File: src/sv/rgb2hsl_pkg.sv
package rgb2hsl_pkg;

    localparam int unsigned QBITS   = 9;
    localparam int unsigned RBITS   = 18;
    // ceil(2^20 / 102): reciprocal of the reduced lightness divisor
    localparam int unsigned LIGHT_SHIFT = 20;
    localparam logic [26:0] LIGHT_RECIP = 27'd10281;

    typedef struct packed {
        logic [7:0] red;
        logic [7:0] green;
        logic [7:0] blue;
    } t_pix_in;

    typedef struct packed {
        logic [8:0] hue_degrees;
        logic [6:0] saturation_percent;
        logic [6:0] lightness_percent;
    } t_hsl_out;

    // one word moving down the divider row: two restoring divisions in step,
    // lightness rides along already finished
    typedef struct packed {
        logic             grey;
        logic [RBITS-1:0] rem_h;
        logic [RBITS-1:0] rem_s;
        logic [8:0]       d_h;
        logic [8:0]       d_s;
        logic [QBITS-1:0] q_h;
        logic [QBITS-1:0] q_s;
        logic [6:0]       q_l;
    } t_div_word;

endpackage

File: src/sv/rgb2hsl_div_cell.sv
module rgb2hsl_div_cell
    import rgb2hsl_pkg::*;
#(
    parameter int unsigned K = 0
) (
    input  logic      i_clk,
    input  logic      i_rst_n,
    input  logic      i_valid,
    input  t_div_word i_word,
    output logic      o_ready,
    input  logic      i_ready_dn,
    output logic      o_valid,
    output t_div_word o_word
);

    logic      r_valid;
    t_div_word r_word;
    t_div_word n_word;
    logic [RBITS-1:0] sh_h;
    logic [RBITS-1:0] sh_s;

    assign o_ready = !r_valid || i_ready_dn;
    assign o_valid = r_valid;
    assign o_word  = r_word;

    assign sh_h = RBITS'(i_word.d_h) << K;
    assign sh_s = RBITS'(i_word.d_s) << K;

    always_comb begin
        n_word = i_word;
        if (i_word.rem_h >= sh_h) begin
            n_word.rem_h  = i_word.rem_h - sh_h;
            n_word.q_h[K] = 1'b1;
        end
        if (i_word.rem_s >= sh_s) begin
            n_word.rem_s  = i_word.rem_s - sh_s;
            n_word.q_s[K] = 1'b1;
        end
    end

    always_ff @(posedge i_clk) begin
        if (!i_rst_n) begin
            r_valid <= 1'b0;
        end else if (o_ready) begin
            r_valid <= i_valid;
        end
    end

    always_ff @(posedge i_clk) begin
        if (o_ready && i_valid) begin
            r_word <= n_word;
        end
    end

endmodule

File: src/sv/rgb_to_hsl_converter_top.sv
// An accepted pixel reaches its result word through one front stage (finding
// max/min, the numerators and the lightness), then nine cells.
// Throughput: one pixel per cycle; each cell retires one quotient bit of the
// hue and saturation divisions, and a stall backs up cell by cell.
// Reset (synchronous, active low) empties every stage; no other state.
module rgb_to_hsl_converter_top
    import rgb2hsl_pkg::*;
(
    input  logic     i_clk,
    input  logic     i_rst_n,
    input  logic     i_valid,
    input  t_pix_in  i_pix,
    output logic     o_stall,
    output logic     o_valid,
    output t_hsl_out o_hsl,
    input  logic     i_stall
);

    logic [8:0]  mx_hi;
    logic [8:0]  mx_lo;
    logic [8:0]  chroma;
    logic [8:0]  sum;
    logic [8:0]  den;
    logic [18:0] num_h;
    logic [13:0] lig_num;
    logic [26:0] lig_prod;
    t_div_word   n_front;
    t_div_word   r_front;
    logic        r_front_valid;

    logic      v   [QBITS+1];
    t_div_word w   [QBITS+1];
    logic      rdy [QBITS+1];

    always_comb begin
        mx_hi = {1'b0, i_pix.red};
        mx_lo = {1'b0, i_pix.red};
        if (i_pix.green > mx_hi[7:0]) mx_hi = {1'b0, i_pix.green};
        if (i_pix.blue  > mx_hi[7:0]) mx_hi = {1'b0, i_pix.blue};
        if (i_pix.green < mx_lo[7:0]) mx_lo = {1'b0, i_pix.green};
        if (i_pix.blue  < mx_lo[7:0]) mx_lo = {1'b0, i_pix.blue};
        chroma = mx_hi - mx_lo;
        sum    = mx_hi + mx_lo;
        den    = (sum <= 9'd255) ? sum : (9'd510 - sum);
        // sector order: red, then green, then blue
        priority if (mx_hi[7:0] == i_pix.red) begin
            if (i_pix.green >= i_pix.blue)
                num_h = 19'd60 * 19'(i_pix.green - i_pix.blue);
            else
                num_h = 19'd360 * 19'(chroma) - 19'd60 * 19'(i_pix.blue - i_pix.green);
        end else if (mx_hi[7:0] == i_pix.green) begin
            num_h = 19'd120 * 19'(chroma) + 19'd60 * 19'(i_pix.blue)
                  - 19'd60 * 19'(i_pix.red);
        end else begin
            num_h = 19'd240 * 19'(chroma) + 19'd60 * 19'(i_pix.red)
                  - 19'd60 * 19'(i_pix.green);
        end
        // (200 * sum + 510) / 1020 reduces to (20 * sum + 51) / 102
        lig_num  = 14'd20 * 14'(sum) + 14'd51;
        lig_prod = 27'(lig_num) * LIGHT_RECIP;
        // round half up: (2n + d) / 2d
        n_front.grey  = (chroma == 9'd0);
        n_front.rem_h = RBITS'({num_h, 1'b0} + 20'(chroma));
        n_front.rem_s = RBITS'(18'd200 * 18'(chroma) + 18'(den));
        n_front.d_h   = {chroma[7:0], 1'b0};
        n_front.d_s   = {den[7:0], 1'b0};
        n_front.q_h   = '0;
        n_front.q_s   = '0;
        n_front.q_l   = lig_prod[LIGHT_SHIFT +: 7];
    end

    assign o_stall = r_front_valid && !rdy[0];

    always_ff @(posedge i_clk) begin
        if (!i_rst_n) begin
            r_front_valid <= 1'b0;
        end else if (!o_stall) begin
            r_front_valid <= i_valid;
        end
    end

    always_ff @(posedge i_clk) begin
        if (!o_stall && i_valid) begin
            r_front <= n_front;
        end
    end

    assign v[0] = r_front_valid;
    assign w[0] = r_front;
    assign rdy[QBITS] = !i_stall;

    // cell 0 resolves the top quotient bit
    for (genvar g = 0; g < QBITS; g++) begin : g_cell
        rgb2hsl_div_cell #(.K(QBITS - 1 - g)) u_cell (
            .i_clk      (i_clk),
            .i_rst_n    (i_rst_n),
            .i_valid    (v[g]),
            .i_word     (w[g]),
            .o_ready    (rdy[g]),
            .i_ready_dn (rdy[g+1]),
            .o_valid    (v[g+1]),
            .o_word     (w[g+1])
        );
    end

    assign o_valid = v[QBITS];
    assign o_hsl.hue_degrees        = w[QBITS].grey ? 9'd0 : w[QBITS].q_h;
    assign o_hsl.saturation_percent = w[QBITS].grey ? 7'd0 : w[QBITS].q_s[6:0];
    assign o_hsl.lightness_percent  = w[QBITS].q_l;

    a_hue_range: assert property (@(posedge i_clk) disable iff (!i_rst_n)
        o_valid |-> o_hsl.hue_degrees <= 9'd360)
        else $error("hue out of range");
    a_sat_range: assert property (@(posedge i_clk) disable iff (!i_rst_n)
        o_valid |-> o_hsl.saturation_percent <= 7'd100)
        else $error("saturation out of range");
    a_light_range: assert property (@(posedge i_clk) disable iff (!i_rst_n)
        o_valid |-> o_hsl.lightness_percent <= 7'd100)
        else $error("lightness out of range");
    a_grey_quot: assert property (@(posedge i_clk) disable iff (!i_rst_n)
        (o_valid && !w[QBITS].grey) |-> w[QBITS].q_s <= 9'd100)
        else $error("saturation quotient overflow");

endmodule
File: config.mk
export PLATFORM = sky130hd
export DESIGN_NAME = rgb_to_hsl_converter_top
export DESIGN_NICKNAME = d
export VERILOG_FILES = /design/src/sv/rgb2hsl_pkg.sv /design/src/sv/rgb2hsl_div_cell.sv /design/src/sv/rgb_to_hsl_converter_top.sv
export SDC_FILE = /design/constraint.sdc
export NUM_CORES = 2
export LEC_CHECK = 0
export BUFFER_PORTS_ARGS = -buffer_cell sky130_fd_sc_hd__buf_2
export CAP_MARGIN = 40
export CORE_MARGIN = 1.5
export CORE_UTILIZATION = 40
export CTS_BUF_LIST = sky130_fd_sc_hd__clkbuf_8 sky130_fd_sc_hd__clkbuf_16
export CTS_CLUSTER_SIZE = 16
export DETAILED_ROUTE_END_ITERATION = 12
export PLACE_DENSITY_LB_ADDON = 0.12
export SLEW_MARGIN = 30
export SYNTH_ARGS = -nofsm -noshare
export SYNTH_HDL_FRONTEND = slang
export SYNTH_SLANG_ARGS = --single-unit
File: constraint.sdc
create_clock -name i_clk -period 12 [get_ports i_clk]
set_clock_uncertainty 0.1 [all_clocks]
set_input_delay 0 -clock i_clk [delete_from_list [all_inputs] [get_ports i_clk]]
set_output_delay 0 -clock i_clk [all_outputs]
set_load 0.005 [all_outputs]
==> results.json <==
{
  "status": "complete, no violations",
  "critPathKind": "primary input to register",
  "portBuffers": 52,
  "layout_common_cells": "edfxtp_1, inv_1, ha_1, a21oi_1, xnor2_1",
  "die_area_um2": 105000,
  "pre_cts_ws_ns": 0.894,
  "ys_ff_latch": 570,
  "pin_count": 53,
  "cp_common_cell": "ha_1",
  "nNetsFinal": 4563,
  "dp_hpwl_mm": 67.7,
  "postCtsResizedCells": 0,
  "grt_pass1_wl_mm": 135,
  "drt_pass1_iterations": 6,
  "yosys.area_share.simple_pct": 9.54,
  "grt_use_total_pct": 16.0,
  "core_area_um2": 102000,
  "cts_buffers": 57,
  "r2r_start": "g_cell[5].u_cell.o_word[62]",
  "synthCells": 3742,
  "worst_pin_slew_ns": 0.890,
  "syn_nets": 4419,
  "cp_slowest_cell": "nor2_1",
  "cpPeakStageDelay_ns": 0.67,
  "grt_start_max_net_pins": 64,
  "synth_mux_area_share_pct": 1.36,
  "path_clk_slew_ns": 0.06,
  "insertion_delay_ns": 0.60,
  "finalHoldViolCount": 0,
  "synth.avg_cell_area_um2": 11.0,
  "antennaDiodeCount": 0,
  "num_rows": 117,
  "cap_violations": 0,
  "root_buffer": "clkbuf_16",
  "area_growth_pct": 10.7,
  "ys.warnings.count": 0,
  "r2r_slack_ns": 7.73,
  "clockBufferDepth": 3,
  "die_x_um": 324,
  "path_max_fanout": 9,
  "synth_area_um2": 41100,
  "min_path_cells": 3,
  "synth-adder-area-share_pct": 22.6,
  "die_h_um": 324,
  "drive_gt1_share_pct": 7.63,
  "antenna_found_initial": 0,
  "gp_congestion": 0.899,
  "r2r-end": "g_cell[6].u_cell.o_word[77]",
  "grt-ovfl-total": 0,
  "synth-edff-count": 560,
  "grt_pass1_vias": 26800,
  "cp.arrival_ns": 10.73,
  "endpoint_kind": "register",
  "drt-initial-drc-count": 922,
  "relSlewSlack_pct": 40.5,
  "htree_levels": 2,
  "drt-total-wl_mm": 82.7,
  "drcViolationCount": 0,
  "synth.distinct_cells": 88,
  "cts_tree": "yes",
  "multi_input_area_um2": 22000,
  "setup_viol": 0,
  "min_from": "i_rst_n",
  "final_common_cell": "edfxtp_1",
  "min_path_type": "primary input to register",
  "final-seq-area_um2": 17000,
  "holdPathEnd": "g_cell[2].u_cell.o_valid",
  "required_ns": 12.25,
  "setup_ws_ns": 1.52,
  "grt_setup_unrepaired": "no",
  "fmax_mhz": 95.4,
  "initial_utilization_pct": 40.4,
  "synthArstFlopShare_pct": 0,
  "synth_top_family_by_area": "adder cells",
  "synth_top_flop_cell": "edfxtp_1",
  "start_kind": "primary input",
  "r2r_cells": 14,
  "post-route-period-util_pct": 87.4,
  "synth_seq_area_share_pct": 41.4,
  "fillers": 9723,
  "final-max-slew-violation-count": 0,
  "wl_per_cell_um": 15.6,
  "via_count": 26200,
  "final_antenna_net_count": 0,
  "synth_compound_area_share_pct": 12.3,
  "synth-xor-area-share_pct": 7.35,
  "vias_per_cell": 4.94,
  "fin_tns_setup_ns": 0,
  "finalCriticalPeriod_ns": 10.48,
  "cts.sinks": 570
}
[cell type report]
class,instances,share of cell area (%)
Multi-Input combinational cell,2602,48.3
Sequential cell,570,37.4
Inverter,515,4.25
Tap cell,1368,3.76
Clock buffer,68,3.52
Timing Repair Buffer,140,2.07
Clock inverter,38,0.668
[sequential cells by signal (all words and copies together), names as in the netlist]
name / cells
g_cell.u_cell.o_word: 507
r_front_valid: 1
g_cell.u_cell.o_valid: 9
r_front: 53
[routing by layer]
layer | wire (µm) | track usage, %
met1 | 35200 | 18.5
met2 | 43000 | 30.7
met3 | 1830 | 1.35
met4 | 2640 | 5.32
met5 | 0 | 0
[worst max-delay path by stage]
stage / endpoint / from / depth (start not counted) / slack, ns
floorplan: r_front[6] / i_pix[22] / 52 / 1.27
finish: r_front[6] / i_pix[20] / 46 / 1.52
detailed placement: r_front[6] / i_pix[20] / 48 / 0.89
global placement: r_front[6] / i_pix[8] / 48 / 0.73
global route: r_front[6] / i_pix[20] / 53 / 0.71
CTS: r_front[6] / i_pix[22] / 48 / 1.54
[cells in the mapped netlist (all sizes together), types with 11 or more instances]
master	number	share of area, %
edfxtp	560	41
inv	513	4.7
ha	493	15
a21oi	253	3.1
xnor2	233	5.0
nor2	212	2.0
o21ai	166	2.0
fa	156	7.6
nand2	146	1.4
a21o	135	2.5
xor2	112	2.4
nor2b	77	1.2
nand2b	59	0.90
o21bai	53	0.97
nor3	50	0.61
mux2i	41	1.0
nor4	41	0.68
nand3	37	0.45
clkbuf	35	0.32
nand4	29	0.44
a211oi	20	0.38
a21boi	20	0.38
buf	20	0.39
o21a	18	0.33
and2	17	0.26
nand4b	15	0.32
o211ai	15	0.29
o31ai	15	0.29
a31oi	14	0.23
mux2	13	0.37
a2111oi	11	0.24
and3	11	0.19
[timing repair]
action                                 in CTS  in global routing
buffers inserted                            0                  0
hold buffers                                4                  0
setup endpoints to repair                   0                  0
endpoints found under the hold margin      48                  0
[worst max-delay path: cells and delay by family]
family / cells / cell delay, ns
adder cells (fa/ha/maj): 11 / 3.96
XOR/XNOR: 3 / 0.54
AO/OA/AOI/OAI: 19 / 3.30
multiplexers: 2 / 0.76
buffers and inverters: 5 / 0.55
AND/OR/NAND/NOR: 6 / 1.59
[through the flow]
step	std cells	hold WS (ns)	area [µm²]	utilization, %
after floorplan	3742	0.0239	41100	-
after global placement	5186	0.131	43500	42.7
after detailed placement	5188	0.135	43500	42.7
after CTS	5298	0.105	45500	44.6
after global routing	5301	0.149	45500	44.7
final	5301	0.162	45500	44.7
[cell families (layout without fill, tap and decap cells)]
| kind of cell | Yosys count | in the layout |
|---|---|---|
| compound gates | 793 | 793 |
| mux | 54 | 54 |
| xor+xnor | 345 | 345 |
| fa+ha+maj | 651 | 651 |
| buf+inv | 570 | 761 |
| simple gates | 759 | 759 |
| flops | 570 | 570 |
Power is left out: the tool's default activity adds up to more than one toggle a clock period on the data nets, which glitch-free logic cannot reach.
